**config.mk**
```make
export PLATFORM = sky130hd
export DESIGN_NAME = dhkom_ctrl
export DESIGN_NICKNAME = d
export VERILOG_FILES = /design/src/design/dhkom_pkg.sv /design/src/design/dhkom_ctrl.sv
export SDC_FILE = /design/constraint.sdc
export NUM_CORES = 1
export LEC_CHECK = 0
export BUFFER_PORTS_ARGS = -buffer_cell sky130_fd_sc_hd__buf_2
export CAP_MARGIN = 20
export CORE_AREA = 3 3 40 42
export CTS_CLUSTER_DIAMETER = 50
export DETAILED_ROUTE_END_ITERATION = 16
export DIE_AREA = 0 0 43 45
export GPL_TIMING_DRIVEN = 0
export PLACE_DENSITY = 0.45
export REMOVE_ABC_BUFFERS = 1
export SKIP_CTS_REPAIR_TIMING = 1
export SYNTH_ARGS = -nofsm -noshare
export SYNTH_HDL_FRONTEND = slang
export SYNTH_SLANG_ARGS = --single-unit
```
**constraint.sdc**
```tcl
create_clock -name clk -period 1.7 [get_ports clk]
set_input_delay 0.085 -clock clk [delete_from_list [all_inputs] [get_ports clk]]
set_output_delay 0.085 -clock clk [all_outputs]
set_load 0.02 [all_outputs]
```
**src/design/dhkom_pkg.sv**
```systemverilog
// ----------------------------------------------------------------------------
// dhkom_pkg
// Shared types and constants for the double-hash key/offset map.
// ----------------------------------------------------------------------------
package dhkom_pkg;

	localparam int unsigned KEY_W    = 32;
	localparam int unsigned VAL_W    = 64;
	localparam int unsigned STATUS_W = 3;

	localparam int unsigned         DEF_TABLE_SLOTS = 256;
	localparam logic [KEY_W-1:0]    DEF_EMPTY_KEY   = '0;

	// hash multipliers, products wrap at 32 bits
	localparam logic [KEY_W-1:0] HOME_MULT = 32'd2654435761;
	localparam logic [KEY_W-1:0] STEP_MULT = 32'd1099273;
	localparam logic [8:0]       STEP_MOD  = 9'd255;

	localparam logic CMD_INSERT = 1'b0;
	localparam logic CMD_LOOKUP = 1'b1;

	typedef enum logic [STATUS_W-1:0] {
		ST_INSERTED = 3'd0,
		ST_UPDATED  = 3'd1,
		ST_FULL     = 3'd2,
		ST_FOUND    = 3'd3,
		ST_MISSING  = 3'd4,
		ST_REJECTED = 3'd5
	} dhkom_status_t;

	typedef struct packed {
		logic              cmd;
		logic [KEY_W-1:0]  key;
		logic [VAL_W-1:0]  value_in;
	} dhkom_req_t;

	typedef struct packed {
		dhkom_status_t     status;
		logic [VAL_W-1:0]  value_out;
	} dhkom_rsp_t;

	// controller -> datapath
	typedef struct packed {
		logic load_req;
		logic load_hash;
		logic load_probe;
		logic advance;
		logic clear_wr;
		logic commit;
		logic reject;
	} dhkom_ctl_t;

	// datapath -> controller
	typedef struct packed {
		logic key_empty;
		logic done;
		logic clear_last;
	} dhkom_stat_t;

endpackage

```
**src/design/dhkom_ctrl.sv**
```systemverilog
// ----------------------------------------------------------------------------
// dhkom_ctrl
// Controller: table clear after reset, hash sequencing, probe loop, handshakes.
// ----------------------------------------------------------------------------
module dhkom_ctrl import dhkom_pkg::*; (
	input  logic        clk,
	input  logic        arst_n,
	input  logic        req_valid,
	output logic        req_ready,
	output logic        rsp_valid,
	input  logic        rsp_ready,
	output dhkom_ctl_t  ctl,
	input  dhkom_stat_t stat
);

	typedef enum logic [2:0] {
		S_CLEAR,
		S_IDLE,
		S_HASH,
		S_STEP,
		S_READ,
		S_CMP,
		S_REJECT
	} state_t;

	state_t state_q;
	logic   out_valid_q;
	logic   out_free;

	assign out_free  = !out_valid_q || rsp_ready;
	assign req_ready = (state_q == S_IDLE);
	assign rsp_valid = out_valid_q;

	always_comb begin
		ctl = '0;
		unique case (state_q)
			S_CLEAR:  ctl.clear_wr   = 1'b1;
			S_IDLE:   ctl.load_req   = req_valid;
			S_HASH:   ctl.load_hash  = 1'b1;
			S_STEP:   ctl.load_probe = 1'b1;
			S_READ:   ;
			S_CMP: begin
				if (!stat.done) begin
					ctl.advance = 1'b1;
				end else if (out_free) begin
					ctl.commit = 1'b1;
				end
			end
			S_REJECT: begin
				ctl.commit = out_free;
				ctl.reject = out_free;
			end
			default:  ;
		endcase
	end

	always_ff @(posedge clk or negedge arst_n) begin
		if (!arst_n) begin
			state_q     <= S_CLEAR;
			out_valid_q <= 1'b0;
		end else begin
			unique case (state_q)
				S_CLEAR: begin
					if (stat.clear_last) begin
						state_q <= S_IDLE;
					end
				end
				S_IDLE: begin
					if (req_valid) begin
						state_q <= S_HASH;
					end
				end
				S_HASH:   state_q <= stat.key_empty ? S_REJECT : S_STEP;
				S_STEP:   state_q <= S_READ;
				S_READ:   state_q <= S_CMP;
				S_CMP: begin
					if (!stat.done) begin
						state_q <= S_READ;
					end else if (out_free) begin
						state_q <= S_IDLE;
					end
				end
				S_REJECT: begin
					if (out_free) begin
						state_q <= S_IDLE;
					end
				end
				default:  state_q <= S_CLEAR;
			endcase

			if (ctl.commit) begin
				out_valid_q <= 1'b1;
			end else if (rsp_ready) begin
				out_valid_q <= 1'b0;
			end
		end
	end

	// a result never overwrites one that has not been taken
	a_commit_free: assert property (@(posedge clk) disable iff (!arst_n)
		ctl.commit |-> (!out_valid_q || rsp_ready))
		else $error("result committed over a pending response");

	a_commit_valid: assert property (@(posedge clk) disable iff (!arst_n)
		ctl.commit |=> rsp_valid)
		else $error("committed result not presented");

	a_advance_open: assert property (@(posedge clk) disable iff (!arst_n)
		ctl.advance |-> !stat.done)
		else $error("probe advanced past a terminating slot");

	a_clear_block: assert property (@(posedge clk) disable iff (!arst_n)
		ctl.clear_wr |-> (!req_ready && !ctl.commit))
		else $error("transaction activity during table clear");

endmodule

```
==> reports/metrics.yaml, run 1 <==
status:
  status: "finished, final reports clean"
layout:
  diodes: 0
  nets: 65
  most-common-layout-cells: "15 x buf_2, 7 x nor2_1, 4 x nand2_1, 4 x dfrtp_1"
  final_common_cell: "buf_2"
  synthToLayoutAreaGrowth_pct: 29.02
  fin_cells: 71
  stdcell_area_sq_um: 411.6
  drive_gt1_share_pct: 41.07
place:
  place.gp.congestion: 0.6572
  place_inst: 67
  dpl.hpwl_um: 597.5
  dpl_cell_area_sq_um: 379.1
  io_buffers: 15
  dp_slack_ns: 0.4454
synthesis:
  synth_top_area_cell: "dfrtp_1"
  ys_seq_area_share_pct: 31.37
  synthCells: 40
  netlist_area_sq_um: 319.1
  synthTopCellsByArea: "dfrtp_1 31%, buf_6 11%, nor2_1 8.2%"
  yosysUniqueCellTypes: 18
  synth.avg_cell_area_sq_um: 7.976
  ys_warn_count: 0
  synth_top_area_share_pct: 31.37
  ys_seq_elements: 4
die:
  io_pins: 16
  rows: 13
  core_area_sq_um: 1285
  die_h_um: 45
  die-area_sq_um: 1935
  start_util_pct: 24.83
  die_x_um: 43
power:
  ir_drop_uv: 470.5
  power.switching_w: 0.0003579
  p_clk_share_pct: 16.0
  p_seq_share_pct: 29.9
  p_comb_share_pct: 54.2
  p_leak_nw: 0.2186
  swShare_pct: 48.36
  power.density_nw_per_um2: 1798
  internal-power_w: 0.0003822
clocking:
  clock_latency_ns: 0.24
  clkTransAtPathRegs_ns: 0.04
  cts_buffer_depth: 2
  cts_made_buffers: 3
  cts.sink_count: 4
  htreeDepth: 1
  root_buffer: "clkbuf_4"
  cts_tree: "yes"
worst_setup_path:
  startpoint: "state_q[1]"
  rr_endpoint: "rsp_valid"
  r2r.worst_path.cells: 3
  crit_path_start_kind: "flip-flop"
  arrival_ns: 1.44
  r2r_slack_ns: 0.48
  end_kind: "output port"
  crit_required_ns: 1.62
  cp-endpoint: "ctl[1]"
  crit_path_max_fanout: 11
  reg2reg_from: "state_q[1]"
  crit_type: "reg -> out"
routing:
  vias: 318
  drtIter0Drc: 8
  final_antenna_net_count: 0
  drc_errors: 0
  firstDrtPassIters: 4
  vias_per_cell: 4.479
  wire_per_inst_um: 11.14
  postRouteWirelength_um: 791
global_route:
  grt_util_met3_pct: 5.179
  grt_max_degree: 12
  grt_pass1_vias: 275
  antenna_found_initial: 0
  grtUsageMet2_pct: 12.57
  grt_pass1_wl_um: 1207
  grt_usage_pct: 8.750
  grt_busiest_layer: "met2"
  overflow: 0
  grtUsageMet1_pct: 10.63
sta:
  setup_viol: 0
  rsz0062_at_grt: "false"
  hold_viol: 0
  tns_ns: 0
  fin_crit_ns: 1.528
  holdWs_ns: 0.1810
  finClkSkew_ns: 0.003963
  relSlewSlack_pct: 78.36
  drv_slew: 0
  final.setup.worst_slack_ns: 0.1717
  worstMarginPinSlew_ns: 0.3245
  clock.fmax_ghz: 0.6543
  finalCritPeriodShare_pct: 89.90
hold_path:
  hold_path.class: "in -> async"
flow_run:
  drv_cap: 0
-- worst min-delay path by stage --
stage                start    endpoint  slack, ns  cells after the start
global route        arst_n   rsp_valid       0.20                      2
floorplan           arst_n   rsp_valid      -0.21                      0
CTS                 arst_n  state_q[2]      -0.36                      1
global placement    arst_n  state_q[2]      -0.11                      1
detailed placement  arst_n  state_q[2]      -0.11                      1
finish              arst_n  state_q[2]       0.18                      2
-- worst max-delay path, stage by stage, from the launching register on --
cell	delay, ns
dfrtp_1	0.52
and2b_2	0.28
a21oi_1	0.19
nor2_1	0.07
buf_2	0.16
-- power groups by stage --
stage               clock (W)  combinational, W  sequential (W)
finish               0.000118          0.000401        0.000221
global route         0.000131          0.000445        0.000230
CTS                  0.000122          0.000405        0.000219
detailed placement          0          0.000403        0.000219
global placement            0          0.000402        0.000225
floorplan                   0          0.000285        0.000211
-- cell usage after synthesis --
master    number
dfrtp_1        4
a222oi_1       1
nor3_1         2
o21ai_0        3
inv_1          3
mux2i_1        1
o22ai_1        1
a31o_2         1
nand3b_1       1
nand2_1        4
nor2_1         7
buf_6          3
a21oi_1        3
nand2b_1       1
and2b_2        2
and3_1         1
o22ai_2        1
and2_2         1
-- cell families after synthesis --
logic type,Yosys count,synth area share (%)
and+or+nand+nor,19,30.20
AOI/OAI and AO/OA,10,21.17
buffers and inverters,6,14.12
DFF,4,31.37
muxes,1,3.137
-- registers in the layout, indices dropped and copies added (netlist names) --
name	flops
state_q	3
rsp_valid	1
-- layer usage --
metal  wire length, um  part of all wire [%]  vias up
li1                  -                     -      169
met1               391                    49      138
met2               348                    44       11
met3                51                   6.4        0
met4                 0                     0        0
met5                 0                     0        -
-- through the flow --
step | utilization, % | total power [W]
after floorplan | - | 0.0004967
after global placement | 29.50 | 0.0006279
after detailed placement | 29.50 | 0.0006225
after CTS | 31.26 | 0.0007451
after global routing | 32.04 | 0.0008062
final | 32.04 | 0.0007401
-- cell type report --
| class | count | area [sq um] |
|---|---|---|
| multi-input cells | 30 | 173.9 |
| repair buffers | 16 | 85.08 |
| well taps | 15 | 18.77 |
| clock buffers | 3 | 22.52 |
| fillers | 141 | 873.3 |
| inverters | 3 | 11.26 |
| flip-flops and latches | 4 | 100.1 |
Note: power is estimated with default switching activity, not from simulation.
==> run 2, diff against run 1 <==
REMOVE_ABC_BUFFERS = not set   (was 1)
==> run 2 against run 1 <==
- sequential power is 29% lower
- final cell count is 4.2% higher
- non-clock buffer count is 3 higher
- core utilization up 2.6 points
- register-to-register slack improved by 0.10 ns
- worst setup slack improved by 0.11 ns
- critical path depth grew 1
- first-iteration DRC count unchanged
- worst hold slack worse by 0.0022 ns
- design area is 8.2% higher
- fmax grew 7.8%
- highest routed layer unchanged
- via count is 2.8% higher
==> reports/metrics.yaml, run 2 (same netlist as run 1, synthesis figures left out) <==
routing:
  postRouteWirelength_um: 783  # -1.0%
  vias: 327  # +2.8%
  vias_per_cell: 4.419  # -1.3%
  firstDrtPassIters: 4  # unchanged
  wire_per_inst_um: 10.58  # -5.0%
  final_antenna_net_count: 0  # unchanged
  drc_errors: 0  # unchanged
  drtIter0Drc: 8  # unchanged
clocking:
  cts_buffer_depth: 2  # unchanged
  cts.sink_count: 4  # unchanged
  cts_made_buffers: 3  # unchanged
  clkTransAtPathRegs_ns: 0.04  # about the same
  cts_tree: "yes"
  htreeDepth: 1  # unchanged
  root_buffer: "clkbuf_4"
  clock_latency_ns: 0.23  # about the same
die:
  die-area_sq_um: 1935  # unchanged
  die_h_um: 45  # unchanged
  start_util_pct: 24.83  # unchanged
  rows: 13  # unchanged
  io_pins: 16  # unchanged
  die_x_um: 43  # unchanged
  core_area_sq_um: 1285  # unchanged
power:
  p_leak_nw: 0.2369  # +8.4%
  ir_drop_uv: 613.1  # +30%
  power_w: 0.0008054  # +8.8%
  power.density_nw_per_um2: 1808  # +0.57%
worst_setup_path:
  worst-path-buf-inv: 2  # +1
  cpMaxStageDelayCell: "dfrtp_1"
  max_stage_delay_ns: 0.36  # -0.16 ns
  end_kind: "output port"
  reg2reg_from: "state_q[0]"
  crit_required_ns: 1.62  # about the same
  crit_type: "reg -> out"
  startpoint: "state_q[0]"
  critPathTopFamily: "flip-flops"
  arrival_ns: 1.33  # -0.11 ns
  path_cells: "buf_6 > and2b_2 > a21oi_1 > nor2_1 > buf_2"
  crit_path_start_kind: "flip-flop"
  crit_path_max_fanout: 10  # -1
layout:
  drive_gt1_share_pct: 44.07  # +3.0 points
  ff_latch_area_sq_um: 100.1  # unchanged
  final_common_cell: "buf_2"
  nFillCells: 141  # unchanged
  most-common-layout-cells: "15 x buf_2, 7 x nor2_1, 4 x nand2_1, 4 x dfrtp_1"
  diodes: 0  # unchanged
  multi_input_area_sq_um: 173.9  # unchanged
  synthToLayoutAreaGrowth_pct: 39.61
  nets: 68  # +4.6%
  largest-register: "state_q"
  largest_reg_flops: 3  # unchanged
hold_path:
  hold_path.class: "in -> reg"
  worstHoldStart: "stat[0]"
place:
  io_buffers: 15  # unchanged
  place.gp.congestion: 0.7965  # +21%
  dpl.hpwl_um: 614.7  # +2.9%
sta:
  worstMarginPinSlew_ns: 0.2734  # -0.05112 ns
  tns_ns: 0  # unchanged
  fin_crit_ns: 1.417  # -0.1111 ns
  drv_slew: 0  # unchanged
  finalCritPeriodShare_pct: 83.36  # -6.5 points
  relSlewSlack_pct: 81.77  # +3.4 points
  rsz0062_at_grt: "false"
  hold_viol: 0  # unchanged
  finClkSkew_ns: 0.004277  # +0.0003142 ns
  setup_viol: 0  # unchanged
  clock.fmax_ghz: 0.7056  # +7.8%
global_route:
  grt_max_degree: 11  # -1
  overflow: 0  # unchanged
  grt_pass1_wl_um: 1283  # +6.3%
  grt_pass1_vias: 313  # +14%
  antenna_found_initial: 0  # unchanged
  grt_usage_pct: 9.258  # +0.51 points
flow_run:
  drv_cap: 0  # unchanged
synthesis:
  syn_nets: 47
status:
  status: "finished, final reports clean"
==> run 2: cell types whose count changed in the layout (fill, tap and decap cells not counted) <==
cell	delta
buf_6	+3
==> run 2: final timing paths <==
kind	to	depth (start not counted)	slack [ns]
max in group asynchronous	rsp_valid	2	1.39
worst max register to register	rsp_valid	4	0.58
worst min register to register	state_q[1]	2	0.58
worst min-delay path	state_q[0]	3	0.18
worst max-delay path	ctl[1]	5	0.28
min in group asynchronous	state_q[2]	2	0.19
==> run 2: report_power, final <==
part	leakage [nW]	internal (W)	switching, W
sequential	0.0510	0.000137	0.0000207
clock	0.0138	0.0000788	0.0000370
combinational	0.172	0.000225	0.000308
==> run 2: cell type report <==
cell class	instances	area share, %
repair buffers	16	19.10
multi-input cells	30	39.05
flip-flops and latches	4	22.47
well taps	15	4.213
inverters	3	2.528
clock buffers	3	5.056
plain buffers	3	7.584
==> run 2: worst min-delay path, stage by stage <==
cell	delay (ns)
buf_2	0.07
mux2i_1	0.05
a21oi_1	0.15
==> run 2: metrics by stage <==
stage / setup WS, ns / instances / cell area (sq um) / hold WS [ns] / util (%)
2_1_floorplan: 0.5470 / 40 / 319.1 / -0.2106 / -
5_1_grt: 0.1794 / 74 / 445.4 / 0.1978 / 34.66
6_report: 0.2829 / 74 / 445.4 / 0.1788 / 34.66
3_3_place_gp: 0.5284 / 70 / 412.9 / -0.1054 / 32.13
4_1_cts: 0.2729 / 73 / 435.4 / -0.3585 / 33.89
3_5_place_dp: 0.5329 / 70 / 412.9 / -0.1027 / 32.13
==> run 2: layer usage <==
metal	global-route usage (%)	wire, um
met2	15.27	357
met3	8.367	83
met4	0	0
met1	9.443	342
met5	0	0
